`config.mk`:
```
export PLATFORM = sky130hd
export DESIGN_NAME = route_transposition_cipher_top
export DESIGN_NICKNAME = d
export VERILOG_FILES = /design/src/sv/rtc_pkg.sv /design/src/sv/rtc_alu.sv /design/src/sv/rtc_buf.sv /design/src/sv/rtc_seq.sv /design/src/sv/route_transposition_cipher_top.sv
export SDC_FILE = /design/constraint.sdc
export NUM_CORES = 1
export LEC_CHECK = 0
export BUFFER_PORTS_ARGS = -buffer_cell sky130_fd_sc_hd__buf_4
export CAP_MARGIN = 15
export CORE_ASPECT_RATIO = 0.75
export CORE_MARGIN = 2
export CORE_UTILIZATION = 34
export CTS_BUF_LIST = sky130_fd_sc_hd__clkbuf_8
export DETAILED_ROUTE_END_ITERATION = 8
export GPL_ROUTABILITY_DRIVEN = 0
export HOLD_SLACK_MARGIN = 0.08
export SLEW_MARGIN = 20
export SYNTH_ARGS = -nofsm -noshare
export SYNTH_HDL_FRONTEND = slang
export SYNTH_SLANG_ARGS = --single-unit
```
`constraint.sdc`:
```
create_clock -name clk -period 5.6 [get_ports clk]
set_input_delay 0.28 -clock clk [delete_from_list [all_inputs] [get_ports clk]]
set_output_delay 0.28 -clock clk [all_outputs]
set_load 0.02 [all_outputs]
```
`src/sv/rtc_pkg.sv`:
```
`timescale 1ns / 1ps
`default_nettype none
// ----------------------------------------------------------------------------
// rtc_pkg
// Shared types, codes and character helpers for the route transposition
// cipher.
// ----------------------------------------------------------------------------
package rtc_pkg;

  localparam int CHAR_W = 16;
  localparam int COL_W  = 6;
  localparam int ST_W   = 2;

  localparam logic [CHAR_W-1:0] PAD_CHAR = 16'h0058;  // 'X'
  localparam logic [CHAR_W-1:0] CH_YO_LC = 16'h0451;  // small io
  localparam logic [CHAR_W-1:0] CH_YO_UC = 16'h0401;  // capital io
  localparam logic [CHAR_W-1:0] CASE_OFS = 16'h0020;

  // Result status codes
  typedef enum logic [ST_W-1:0] {
    STAT_OK    = 2'd0,
    STAT_EMPTY = 2'd1,
    STAT_OVF   = 2'd2
  } rtc_status_t;

  // Configuration register indexes
  localparam logic CFG_IDX_COLS = 1'b0;
  localparam logic CFG_IDX_DIR  = 1'b1;

  // Sequencer states
  typedef enum logic [2:0] {
    S_LOAD,
    S_START,
    S_ROWS,
    S_BASE,
    S_SCAN,
    S_EMIT,
    S_STATUS
  } rtc_state_t;

  // Buffer control from the sequencer
  typedef struct packed {
    logic wr_en;  // store a cleaned character (if not blank)
    logic clr;    // drop message: count and overflow back to zero
  } rtc_buf_ctl_t;

  function automatic logic is_blank(input logic [CHAR_W-1:0] c);
    is_blank = (c == 16'h0020) || (c == 16'h0009) || (c == 16'h000A) ||
               (c == 16'h000D);
  endfunction

  function automatic logic [CHAR_W-1:0] to_upper(input logic [CHAR_W-1:0] c);
    logic [CHAR_W-1:0] r;
    r = c;
    if ((c >= 16'h0061 && c <= 16'h007A) || (c >= 16'h0430 && c <= 16'h044F)) begin
      r = c - CASE_OFS;
    end else if (c == CH_YO_LC) begin
      r = CH_YO_UC;
    end
    to_upper = r;
  endfunction

endpackage
`default_nettype wire

```
`src/sv/rtc_alu.sv`:
```
`timescale 1ns / 1ps
`default_nettype none
// ----------------------------------------------------------------------------
// rtc_alu
// Shared add/subtract unit: row count accumulation, table base and cell
// position stepping all go through this one adder.
// ----------------------------------------------------------------------------
module rtc_alu #(
  parameter int POS_W = 7
) (
  input  wire logic [POS_W-1:0] a,
  input  wire logic [POS_W-1:0] b,
  input  wire logic             sub,
  output logic      [POS_W-1:0] y
);

  // y = a + b or a - b, modulo 2^POS_W
  assign y = sub ? (a - b) : (a + b);

endmodule
`default_nettype wire

```
`src/sv/rtc_buf.sv`:
```
`timescale 1ns / 1ps
`default_nettype none
// ----------------------------------------------------------------------------
// rtc_buf
// Input cleaning and text buffer: drops whitespace, upper-cases letters,
// stores characters and tracks count and overflow.
// ----------------------------------------------------------------------------
module rtc_buf #(
  parameter int MAX_CHARS = 15,
  localparam int CW = $clog2(MAX_CHARS + 1),
  localparam int AW = (MAX_CHARS > 1) ? $clog2(MAX_CHARS) : 1
) (
  input  wire logic                       clk,
  input  wire logic                       rst_n,
  input  wire rtc_pkg::rtc_buf_ctl_t      ctl,
  input  wire logic [rtc_pkg::CHAR_W-1:0] in_char,
  input  wire logic [AW-1:0]              rd_addr,
  output logic      [rtc_pkg::CHAR_W-1:0] rd_data,
  output logic      [CW-1:0]              count,
  output logic                            ovf
);

  logic [rtc_pkg::CHAR_W-1:0] mem_r [MAX_CHARS];
  logic [CW-1:0]              count_r, count_nxt;
  logic                       ovf_r, ovf_nxt;
  logic                       store;
  logic                       full;

  assign full  = (count_r == CW'(MAX_CHARS));
  assign store = ctl.wr_en && !rtc_pkg::is_blank(in_char);

  // Count and overflow
  always_comb begin
    count_nxt = count_r;
    ovf_nxt   = ovf_r;
    if (ctl.clr) begin
      count_nxt = '0;
      ovf_nxt   = 1'b0;
    end else if (store) begin
      if (full) begin
        ovf_nxt = 1'b1;
      end else begin
        count_nxt = count_r + CW'(1);
      end
    end
  end

  always_ff @(posedge clk) begin
    if (!rst_n) begin
      count_r <= '0;
      ovf_r   <= 1'b0;
    end else begin
      count_r <= count_nxt;
      ovf_r   <= ovf_nxt;
    end
  end

  // Character store, no reset needed
  always_ff @(posedge clk) begin
    if (store && !full) begin
      mem_r[count_r[AW-1:0]] <= rtc_pkg::to_upper(in_char);
    end
  end

  assign rd_data = mem_r[rd_addr];
  assign count   = count_r;
  assign ovf     = ovf_r;

endmodule
`default_nettype wire

```
`src/sv/rtc_seq.sv`:
```
`timescale 1ns / 1ps
`default_nettype none
// ----------------------------------------------------------------------------
// rtc_seq
// Sequencer: sizes the table, walks the transposition route through the
// shared adder, trims trailing pads on decrypt and drives the result register.
// ----------------------------------------------------------------------------
module rtc_seq #(
  parameter int MAX_CHARS   = 15,
  parameter int MAX_COLUMNS = 50,
  localparam int CW    = $clog2(MAX_CHARS + 1),
  localparam int AW    = (MAX_CHARS > 1) ? $clog2(MAX_CHARS) : 1,
  localparam int POS_W = $clog2(MAX_CHARS + MAX_COLUMNS + 1)
) (
  input  wire logic                       clk,
  input  wire logic                       rst_n,
  // input handshake
  input  wire logic                       in_tvalid,
  input  wire logic                       in_tlast,
  output logic                            in_tready,
  // configuration
  input  wire logic [rtc_pkg::COL_W-1:0]  cfg_cols,
  input  wire logic                       cfg_dir,
  // buffer
  output rtc_pkg::rtc_buf_ctl_t           buf_ctl,
  output logic      [AW-1:0]              rd_addr,
  input  wire logic [rtc_pkg::CHAR_W-1:0] rd_data,
  input  wire logic [CW-1:0]              count,
  input  wire logic                       ovf,
  // result register
  output logic                            out_valid,
  input  wire logic                       out_ready,
  output logic      [rtc_pkg::CHAR_W-1:0] out_char,
  output logic                            out_has,
  output logic      [rtc_pkg::ST_W-1:0]   out_st,
  output logic                            out_eom
);

  localparam int COL_W = rtc_pkg::COL_W;

  rtc_pkg::rtc_state_t   state_r, state_nxt;
  rtc_pkg::rtc_status_t  st_r, st_nxt;
  logic [COL_W-1:0]      cols_r, cols_nxt;
  logic                  dir_r, dir_nxt;
  logic                  scanned_r, scanned_nxt;
  logic [CW-1:0]         rows_r, rows_nxt;
  logic [POS_W-1:0]      acc_r, acc_nxt;
  logic [POS_W-1:0]      pos_r, pos_nxt;
  logic [POS_W-1:0]      cstart_r, cstart_nxt;
  logic [COL_W-1:0]      c_r, c_nxt;
  logic [POS_W-1:0]      k_r, k_nxt;
  logic [POS_W-1:0]      n_r, n_nxt;

  logic                  ov_r, ov_nxt;
  logic [rtc_pkg::CHAR_W-1:0] oc_r, oc_nxt;
  logic                  oh_r, oh_nxt;
  logic [rtc_pkg::ST_W-1:0] os_r, os_nxt;
  logic                  oe_r, oe_nxt;

  logic [POS_W-1:0]      alu_a, alu_b, alu_y;
  logic                  alu_sub;
  logic                  in_acc;
  logic                  out_free;
  logic [COL_W-1:0]      inner_lim;
  logic                  inner_end;
  logic [POS_W-1:0]      k_inc;
  logic [rtc_pkg::CHAR_W-1:0] tbl_char;

  assign in_acc    = in_tvalid && in_tready;
  assign out_free  = !ov_r || out_ready;
  assign inner_lim = dir_r ? cols_r : COL_W'(rows_r);
  assign inner_end = ((c_r + COL_W'(1)) == inner_lim);
  assign k_inc     = k_r + POS_W'(1);

  // Cell of the table: stored character or pad beyond the text
  assign rd_addr  = pos_r[AW-1:0];
  assign tbl_char = (pos_r < POS_W'(count)) ? rd_data : rtc_pkg::PAD_CHAR;

  rtc_alu #(.POS_W(POS_W)) u_alu (
    .a   (alu_a),
    .b   (alu_b),
    .sub (alu_sub),
    .y   (alu_y)
  );

  // Operand selection for the shared adder
  always_comb begin
    // route step: encrypt walks down a column (+cols, next column -1),
    // decrypt walks across a row (-rows, next row +1)
    alu_a   = inner_end ? cstart_r : pos_r;
    alu_b   = inner_end ? POS_W'(1) : (dir_r ? POS_W'(rows_r) : POS_W'(cols_r));
    alu_sub = dir_r ? !inner_end : inner_end;
    unique case (state_r)
      rtc_pkg::S_ROWS: begin
        alu_a   = acc_r;
        alu_b   = POS_W'(cols_r);
        alu_sub = 1'b0;
      end
      rtc_pkg::S_BASE: begin
        alu_a   = dir_r ? acc_r : POS_W'(cols_r);
        alu_b   = dir_r ? POS_W'(rows_r) : POS_W'(1);
        alu_sub = 1'b1;
      end
      default: begin
      end
    endcase
  end

  // Next state and outputs
  always_comb begin
    state_nxt   = state_r;
    st_nxt      = st_r;
    cols_nxt    = cols_r;
    dir_nxt     = dir_r;
    scanned_nxt = scanned_r;
    rows_nxt    = rows_r;
    acc_nxt     = acc_r;
    pos_nxt     = pos_r;
    cstart_nxt  = cstart_r;
    c_nxt       = c_r;
    k_nxt       = k_r;
    n_nxt       = n_r;
    ov_nxt      = ov_r && !out_ready;
    oc_nxt      = oc_r;
    oh_nxt      = oh_r;
    os_nxt      = os_r;
    oe_nxt      = oe_r;
    buf_ctl     = '0;
    in_tready   = 1'b0;

    unique case (state_r)
      rtc_pkg::S_LOAD: begin
        in_tready     = 1'b1;
        buf_ctl.wr_en = in_acc;
        if (in_acc && in_tlast) begin
          state_nxt = rtc_pkg::S_START;
        end
      end
      rtc_pkg::S_START: begin
        // key clamp and error checks
        if (cfg_cols == '0) begin
          cols_nxt = COL_W'(1);
        end else if (cfg_cols > COL_W'(MAX_COLUMNS)) begin
          cols_nxt = COL_W'(MAX_COLUMNS);
        end else begin
          cols_nxt = cfg_cols;
        end
        dir_nxt     = cfg_dir;
        scanned_nxt = 1'b0;
        rows_nxt    = '0;
        acc_nxt     = '0;
        if (ovf) begin
          st_nxt    = rtc_pkg::STAT_OVF;
          state_nxt = rtc_pkg::S_STATUS;
        end else if (count == '0) begin
          st_nxt    = rtc_pkg::STAT_EMPTY;
          state_nxt = rtc_pkg::S_STATUS;
        end else begin
          state_nxt = rtc_pkg::S_ROWS;
        end
      end
      rtc_pkg::S_ROWS: begin
        // rows = ceil(count/cols); acc ends at rows*cols
        if (acc_r < POS_W'(count)) begin
          acc_nxt  = alu_y;
          rows_nxt = rows_r + CW'(1);
        end else begin
          state_nxt = rtc_pkg::S_BASE;
        end
      end
      rtc_pkg::S_BASE: begin
        // start of route: encrypt cols-1, decrypt (cols-1)*rows
        pos_nxt    = alu_y;
        cstart_nxt = alu_y;
        c_nxt      = '0;
        k_nxt      = '0;
        if (!dir_r) begin
          n_nxt     = acc_r;
          state_nxt = rtc_pkg::S_EMIT;
        end else if (!scanned_r) begin
          n_nxt     = '0;
          state_nxt = rtc_pkg::S_SCAN;
        end else if (n_r == '0) begin
          st_nxt    = rtc_pkg::STAT_OK;
          state_nxt = rtc_pkg::S_STATUS;
        end else begin
          state_nxt = rtc_pkg::S_EMIT;
        end
      end
      rtc_pkg::S_SCAN: begin
        // find length up to last non-pad character
        if (tbl_char != rtc_pkg::PAD_CHAR) begin
          n_nxt = k_inc;
        end
        k_nxt   = k_inc;
        pos_nxt = alu_y;
        if (inner_end) begin
          c_nxt      = '0;
          cstart_nxt = alu_y;
        end else begin
          c_nxt = c_r + COL_W'(1);
        end
        if (k_inc == acc_r) begin
          scanned_nxt = 1'b1;
          state_nxt   = rtc_pkg::S_BASE;
        end
      end
      rtc_pkg::S_EMIT: begin
        if (out_free) begin
          ov_nxt  = 1'b1;
          oc_nxt  = tbl_char;
          oh_nxt  = 1'b1;
          os_nxt  = rtc_pkg::STAT_OK;
          oe_nxt  = (k_inc == n_r);
          k_nxt   = k_inc;
          pos_nxt = alu_y;
          if (inner_end) begin
            c_nxt      = '0;
            cstart_nxt = alu_y;
          end else begin
            c_nxt = c_r + COL_W'(1);
          end
          if (k_inc == n_r) begin
            buf_ctl.clr = 1'b1;
            state_nxt   = rtc_pkg::S_LOAD;
          end
        end
      end
      rtc_pkg::S_STATUS: begin
        // single result without a character
        if (out_free) begin
          ov_nxt      = 1'b1;
          oc_nxt      = '0;
          oh_nxt      = 1'b0;
          os_nxt      = st_r;
          oe_nxt      = 1'b1;
          buf_ctl.clr = 1'b1;
          state_nxt   = rtc_pkg::S_LOAD;
        end
      end
      default: begin
        state_nxt = rtc_pkg::S_LOAD;
      end
    endcase
  end

  // Control registers
  always_ff @(posedge clk) begin
    if (!rst_n) begin
      state_r <= rtc_pkg::S_LOAD;
      ov_r    <= 1'b0;
    end else begin
      state_r <= state_nxt;
      ov_r    <= ov_nxt;
    end
  end

  // Working and payload registers
  always_ff @(posedge clk) begin
    st_r      <= st_nxt;
    cols_r    <= cols_nxt;
    dir_r     <= dir_nxt;
    scanned_r <= scanned_nxt;
    rows_r    <= rows_nxt;
    acc_r     <= acc_nxt;
    pos_r     <= pos_nxt;
    cstart_r  <= cstart_nxt;
    c_r       <= c_nxt;
    k_r       <= k_nxt;
    n_r       <= n_nxt;
    oc_r      <= oc_nxt;
    oh_r      <= oh_nxt;
    os_r      <= os_nxt;
    oe_r      <= oe_nxt;
  end

  assign out_valid = ov_r;
  assign out_char  = oc_r;
  assign out_has   = oh_r;
  assign out_st    = os_r;
  assign out_eom   = oe_r;

endmodule
`default_nettype wire

```
`src/sv/route_transposition_cipher_top.sv`:
```
`timescale 1ns / 1ps
`default_nettype none
// ----------------------------------------------------------------------------
// route_transposition_cipher_top
// Columnar route transposition over 16-bit characters with a stream
// interface and a two-register configuration port.
// ----------------------------------------------------------------------------
// Characters are taken one per cycle; whitespace is dropped and letters are
// upper-cased into a MAX_CHARS-entry buffer. The transfer with in_tlast set
// closes the message; in_tready then stays low until the last result has
// been handed to the output register. Sizing the table makes one pass of
// the shared adder per row (rows = ceil(count/columns)). Encrypt then gives
// rows*columns results, one per cycle while the output register is free.
// Decrypt first walks the whole route once (rows*columns cells) to find the
// trailing pads, then gives one result per cycle on the same condition.
// Error and empty cases give a single result. Results wait in one output
// register; a stalled out_tready stalls the route walk.
// ----------------------------------------------------------------------------
module route_transposition_cipher_top #(
  parameter int MAX_CHARS   = 15,
  parameter int MAX_COLUMNS = 50
) (
  input  wire logic        clk,
  input  wire logic        rst_n,
  // input stream
  input  wire logic        in_tvalid,
  output logic             in_tready,
  input  wire logic [15:0] in_tdata,   // [15:0] character
  input  wire logic        in_tlast,   // last character of the message
  // result stream
  output logic             out_tvalid,
  input  wire logic        out_tready,
  output logic      [15:0] out_tdata,  // [15:0] out_character
  output logic      [2:0]  out_tuser,  // [0] has_char, [2:1] status
  output logic             out_tlast,  // end_of_message
  // configuration
  input  wire logic        cfg_we,
  input  wire logic        cfg_addr,   // 0 column_count, 1 direction
  input  wire logic [5:0]  cfg_wdata
);

  localparam int CW = $clog2(MAX_CHARS + 1);
  localparam int AW = (MAX_CHARS > 1) ? $clog2(MAX_CHARS) : 1;

  logic [rtc_pkg::COL_W-1:0]  cols_r;
  logic                       dir_r;
  rtc_pkg::rtc_buf_ctl_t      buf_ctl;
  logic [AW-1:0]              rd_addr;
  logic [rtc_pkg::CHAR_W-1:0] rd_data;
  logic [CW-1:0]              count;
  logic                       ovf;
  logic                       out_has;
  logic [rtc_pkg::ST_W-1:0]   out_st;

  // Configuration registers
  always_ff @(posedge clk) begin
    if (!rst_n) begin
      cols_r <= rtc_pkg::COL_W'(1);
      dir_r  <= 1'b0;
    end else if (cfg_we) begin
      unique case (cfg_addr)
        rtc_pkg::CFG_IDX_COLS: cols_r <= cfg_wdata;
        rtc_pkg::CFG_IDX_DIR:  dir_r  <= cfg_wdata[0];
        default: begin
        end
      endcase
    end
  end

  rtc_buf #(.MAX_CHARS(MAX_CHARS)) u_buf (
    .clk     (clk),
    .rst_n   (rst_n),
    .ctl     (buf_ctl),
    .in_char (in_tdata),
    .rd_addr (rd_addr),
    .rd_data (rd_data),
    .count   (count),
    .ovf     (ovf)
  );

  rtc_seq #(
    .MAX_CHARS   (MAX_CHARS),
    .MAX_COLUMNS (MAX_COLUMNS)
  ) u_seq (
    .clk       (clk),
    .rst_n     (rst_n),
    .in_tvalid (in_tvalid),
    .in_tlast  (in_tlast),
    .in_tready (in_tready),
    .cfg_cols  (cols_r),
    .cfg_dir   (dir_r),
    .buf_ctl   (buf_ctl),
    .rd_addr   (rd_addr),
    .rd_data   (rd_data),
    .count     (count),
    .ovf       (ovf),
    .out_valid (out_tvalid),
    .out_ready (out_tready),
    .out_char  (out_tdata),
    .out_has   (out_has),
    .out_st    (out_st),
    .out_eom   (out_tlast)
  );

  assign out_tuser = {out_st, out_has};

endmodule
`default_nettype wire

```
==> impl_metrics.env <==
export IMPL_status="complete, no violations"
export IMPL_grt_pass1_vias=8657
export IMPL_cts_sinks=335
export IMPL_end_kind="flip-flop"
export IMPL_regArea_um2=9870
export IMPL_cts_tree="built"
export IMPL_htreeDepth=2
export IMPL_root_buffer="clkbuf_8"
export IMPL_maxCapViolCount=0
export IMPL_grt_setup_unrepaired="no"
export IMPL_fmax_mhz=211
export IMPL_setup_viol=0
export IMPL_leakage_nw=5.91
export IMPL_drive_gt1_share_pct=19.9
export IMPL_critical_path_class="reg -> reg"
export IMPL_p_seq_share_pct=42.7
export IMPL_worstPathCellList="mux2i_1 -> xnor2_2 -> nand3_2 -> a211o_1 -> a21o_1 -> a22oi_1 -> ha_1 -> nor2_1 -> xor2_1 -> ha_1 -> nor2b_1 -> o21ai_0 -> nand2b_1 -> a21o_1 -> a21oi_1 -> xor2_1 -> mux2_4"
export IMPL_p_comb_share_pct=32.5
export IMPL_post_route_drc_count=0
export IMPL_ant_nets=0
export IMPL_firstDrtPassIters=7
export IMPL_track_usage_pct=15.7
export IMPL_final_cell_area_um2=17000
export IMPL_async_flop_share_pct=0
export IMPL_antenna_found_initial=0
export IMPL_clk_pin_slew_ns=0.07
export IMPL_drv_slew=0
export IMPL_synth_area_leaders="edfxtp_1 (64%), mux4_2 (7.4%), mux2i_1 (3.0%)"
export IMPL_vias_per_cell=5.07
export IMPL_fp_dieW_um=244
export IMPL_wl_um=34500
export IMPL_hp_class="in -> reg"
export IMPL_nets=1130
export IMPL_switching_share_pct=34.4
export IMPL_relSlewSlack_pct=30.4
export IMPL_syn_inst=973
export IMPL_tightest_slew_ns=1.03
export IMPL_placementRows=65
export IMPL_multiInputGateArea_um2=4540
export IMPL_synth_top_area_share_pct=64.4
export IMPL_ys_warn_count=0
export IMPL_dpl_instance_area_um2=15800
export IMPL_startpoint_type="flip-flop"
export IMPL_crit_fanout=22
export IMPL_antenna_cells=0
export IMPL_min_period_ns=4.75
export IMPL_initial_core_util_pct=34.7
export IMPL_critPathArrivalTime_ns=5.10
export IMPL_ys_seq_area_share_pct=67.1
export IMPL_power_density_nw_per_um2=485
export IMPL_area_growth_pct=16.1
export IMPL_grt_max_degree=55
export IMPL_cpMaxStageDelayCell="edfxtp_1"
export IMPL_max_stage_delay_ns=0.81
export IMPL_hold_violations=0
export IMPL_fillers=3892
export IMPL_power_internal_mw=5.42
export IMPL_num_vias=8540
export IMPL_die_area_um2=44900
export IMPL_cts_buffer_depth=3
export IMPL_synth_avg_cell_area_um2=15.1
export IMPL_timing_final_crit_share_pct=84.8
export IMPL_required_ns=5.95
export IMPL_chipHeight_um=184
export IMPL_avgRoutedWirePerCell_um=20.5
export IMPL_syn_area_um2=14700
export IMPL_hpwl_um=21800
export IMPL_synth_largest_area_cell="edfxtp_1"
export IMPL_io_pins=51
export IMPL_clock_latency_ns=0.60
export IMPL_io_buffers=50
export IMPL_grt_pass1_wl_um=52800
export IMPL_mappedNetlistNets=1025
export IMPL_coreArea_um2=42400
export IMPL_ys_flop_type="edfxtp_1"
export IMPL_cts_buffers=54
export IMPL_fin_skew_ns=0.0245
export IMPL_power_frac_clock_pct=24.8
export IMPL_power_net_switching_mw=2.84
export IMPL_ys_seq_elements=335
export IMPL_drt_iter0_drc=702
export IMPL_synth_edff_count=315
export IMPL_synth_distinct_cells=63
export IMPL_tns_ns=0
export IMPL_overflow=0
export IMPL_peakVddDrop_mv=0.296
-- power by group through the flow --
stage	registers [mW]	logic [mW]	clock network [mW]
detailed placement	3.59	2.68	0
global route	3.57	3.00	2.21
global placement	3.58	2.66	0
CTS	3.53	2.71	2.10
floorplan	3.31	2.14	0
finish	3.53	2.68	2.05
-- layer usage --
layer / up-vias / share of wire (%) / GRT usage, %
met3: 36 / 9.0 / 4.88
met4: 0 / 1.7 / 4.32
met2: 296 / 42 / 22.3
met5: - / 0 / 0
li1: 3926 / - / -
met1: 4282 / 48 / 22.9
-- area by class of cell --
| cell class | count | share of cell area, % |
|---|---|---|
| multi-input cells | 566 | 26.6 |
| clock buffers | 61 | 4.92 |
| clock inverters | 34 | 1.22 |
| repair buffers | 99 | 4.71 |
| inverters | 22 | 0.484 |
| flip-flops and latches | 335 | 57.9 |
| well taps | 569 | 4.18 |
-- worst paths after layout --
path	cells after the start	startpoint	end	slack, ns
worst max-delay path	17	u_seq.dir_r	u_seq.acc_r[6]	0.85
worst min-delay path	3	out_tready	u_seq.out_valid	0.20
worst max register to register	17	u_seq.dir_r	u_seq.acc_r[6]	0.85
worst min register to register	0	dir_r	u_seq.dir_r	0.45
-- cells in the mapped netlist, types with 3 or more instances --
| master | instances |
|---|---|
| a21boi_0 | 4 |
| a21o_1 | 6 |
| a21oi_1 | 34 |
| a22o_1 | 4 |
| a22oi_1 | 8 |
| a31oi_1 | 5 |
| and2_1 | 19 |
| and3_1 | 6 |
| buf_1 | 4 |
| buf_2 | 9 |
| buf_4 | 5 |
| buf_6 | 4 |
| clkbuf_1 | 28 |
| dfxtp_1 | 20 |
| edfxtp_1 | 315 |
| ha_1 | 22 |
| inv_1 | 21 |
| mux2_2 | 4 |
| mux2i_1 | 44 |
| mux4_2 | 48 |
| nand2_1 | 52 |
| nand2b_1 | 12 |
| nand3_1 | 17 |
| nand3b_1 | 8 |
| nand4_1 | 7 |
| nor2_1 | 92 |
| nor2b_1 | 15 |
| nor3_1 | 11 |
| nor4_1 | 8 |
| o21a_1 | 11 |
| o21ai_0 | 40 |
| o31ai_1 | 5 |
| or4_1 | 7 |
| xnor2_1 | 21 |
| xnor3_1 | 3 |
| xor2_1 | 21 |
-- layout by cell type (no fill, tap or decap), types with 4 or more instances in the layout --
cell type	netlist	routed
nor2_1	92	87
nor2b_1	15	14
nor2_2	1	6
o21a_1	11	11
inv_1	21	34
nor3_2	0	4
nand2_1	52	52
mux2_2	4	4
a22oi_1	8	8
xor2_1	21	21
nand3_1	17	17
clkbuf_8	0	61
a22o_1	4	4
a31oi_1	5	5
dfxtp_1	20	18
and3_1	6	6
nand4_1	7	7
o21ai_0	40	40
nand3b_1	8	8
edfxtp_1	315	315
and2_1	19	19
ha_1	22	22
or4_1	7	7
nor3_1	11	7
clkinv_1	1	10
nor4_1	8	8
a21boi_0	4	4
clkinv_2	0	6
a21o_1	6	6
xnor2_1	21	21
mux2i_1	44	44
buf_4	5	75
nand2b_1	12	12
a21oi_1	34	33
dlygate4sd3_1	0	24
mux4_2	48	48
o31ai_1	5	5
-- cell families (layout without fill, tap and decap cells) --
| family | Yosys count | count (layout) | share of synthesized area (%) |
|---|---|---|---|
| AOI/OAI and AO/OA | 138 | 138 | 5.97 |
| buffers and inverters | 72 | 216 | 2.25 |
| DFF | 335 | 335 | 67.1 |
| and+or+nand+nor | 261 | 261 | 8.64 |
| muxes | 97 | 97 | 10.8 |
| xor gates and xnor gates | 47 | 47 | 3.24 |
| adders and majority gates | 23 | 23 | 2.01 |
-- flip-flops by register name (all words and copies together), names as in the netlist, named ones only --
| name | cells |
|---|---|
| u_seq.dir_r | 1 |
| u_seq.out_valid | 1 |
| u_seq.out_eom | 1 |
| u_buf.ovf | 1 |
| u_seq.out_st | 2 |
| u_buf.mem_r | 240 |
| u_seq.state_r | 3 |
| u_seq.cols_r | 6 |
| u_seq.rows_r | 4 |
| u_seq.scanned_r | 1 |
| u_seq.st_r | 2 |
| u_buf.count | 4 |
| u_seq.pos_r | 7 |
| u_seq.n_r | 7 |
| u_seq.out_char | 16 |
| u_seq.cstart_r | 7 |
| cols_r | 6 |
| u_seq.c_r | 6 |
| dir_r | 1 |
| u_seq.k_r | 7 |
| u_seq.out_has | 1 |
| u_seq.acc_r | 7 |
-- critical path, delay by kind of cell (launching register included) --
kind            cells  cell delay [ns]
compound gates      6             1.45
xor+xnor            3             0.57
fa+ha+maj           2             0.55
flops               1             0.81
mux                 2             0.70
simple gates        4             0.44
-- stage by stage --
stage	hold slack, ns	cells	setup WS, ns	utilization [%]	total power, mW
3_3_place_gp	0.448	1567	0.983	37.2	6.24
5_1_grt	0.143	1686	0.419	40.2	8.78
4_1_cts	0.101	1686	0.866	40.2	8.34
2_1_floorplan	0.408	973	1.38	-	5.45
6_report	0.198	1686	0.852	40.2	8.26
3_5_place_dp	0.444	1567	0.866	37.2	6.27
-- what timing repair did --
item,in CTS,in global routing
resized for setup,0,0
hold endpoints to repair,131,0
buffers inserted,0,0
hold buffers,24,0
No activity file was read; power rests on OpenSTA's default activity.
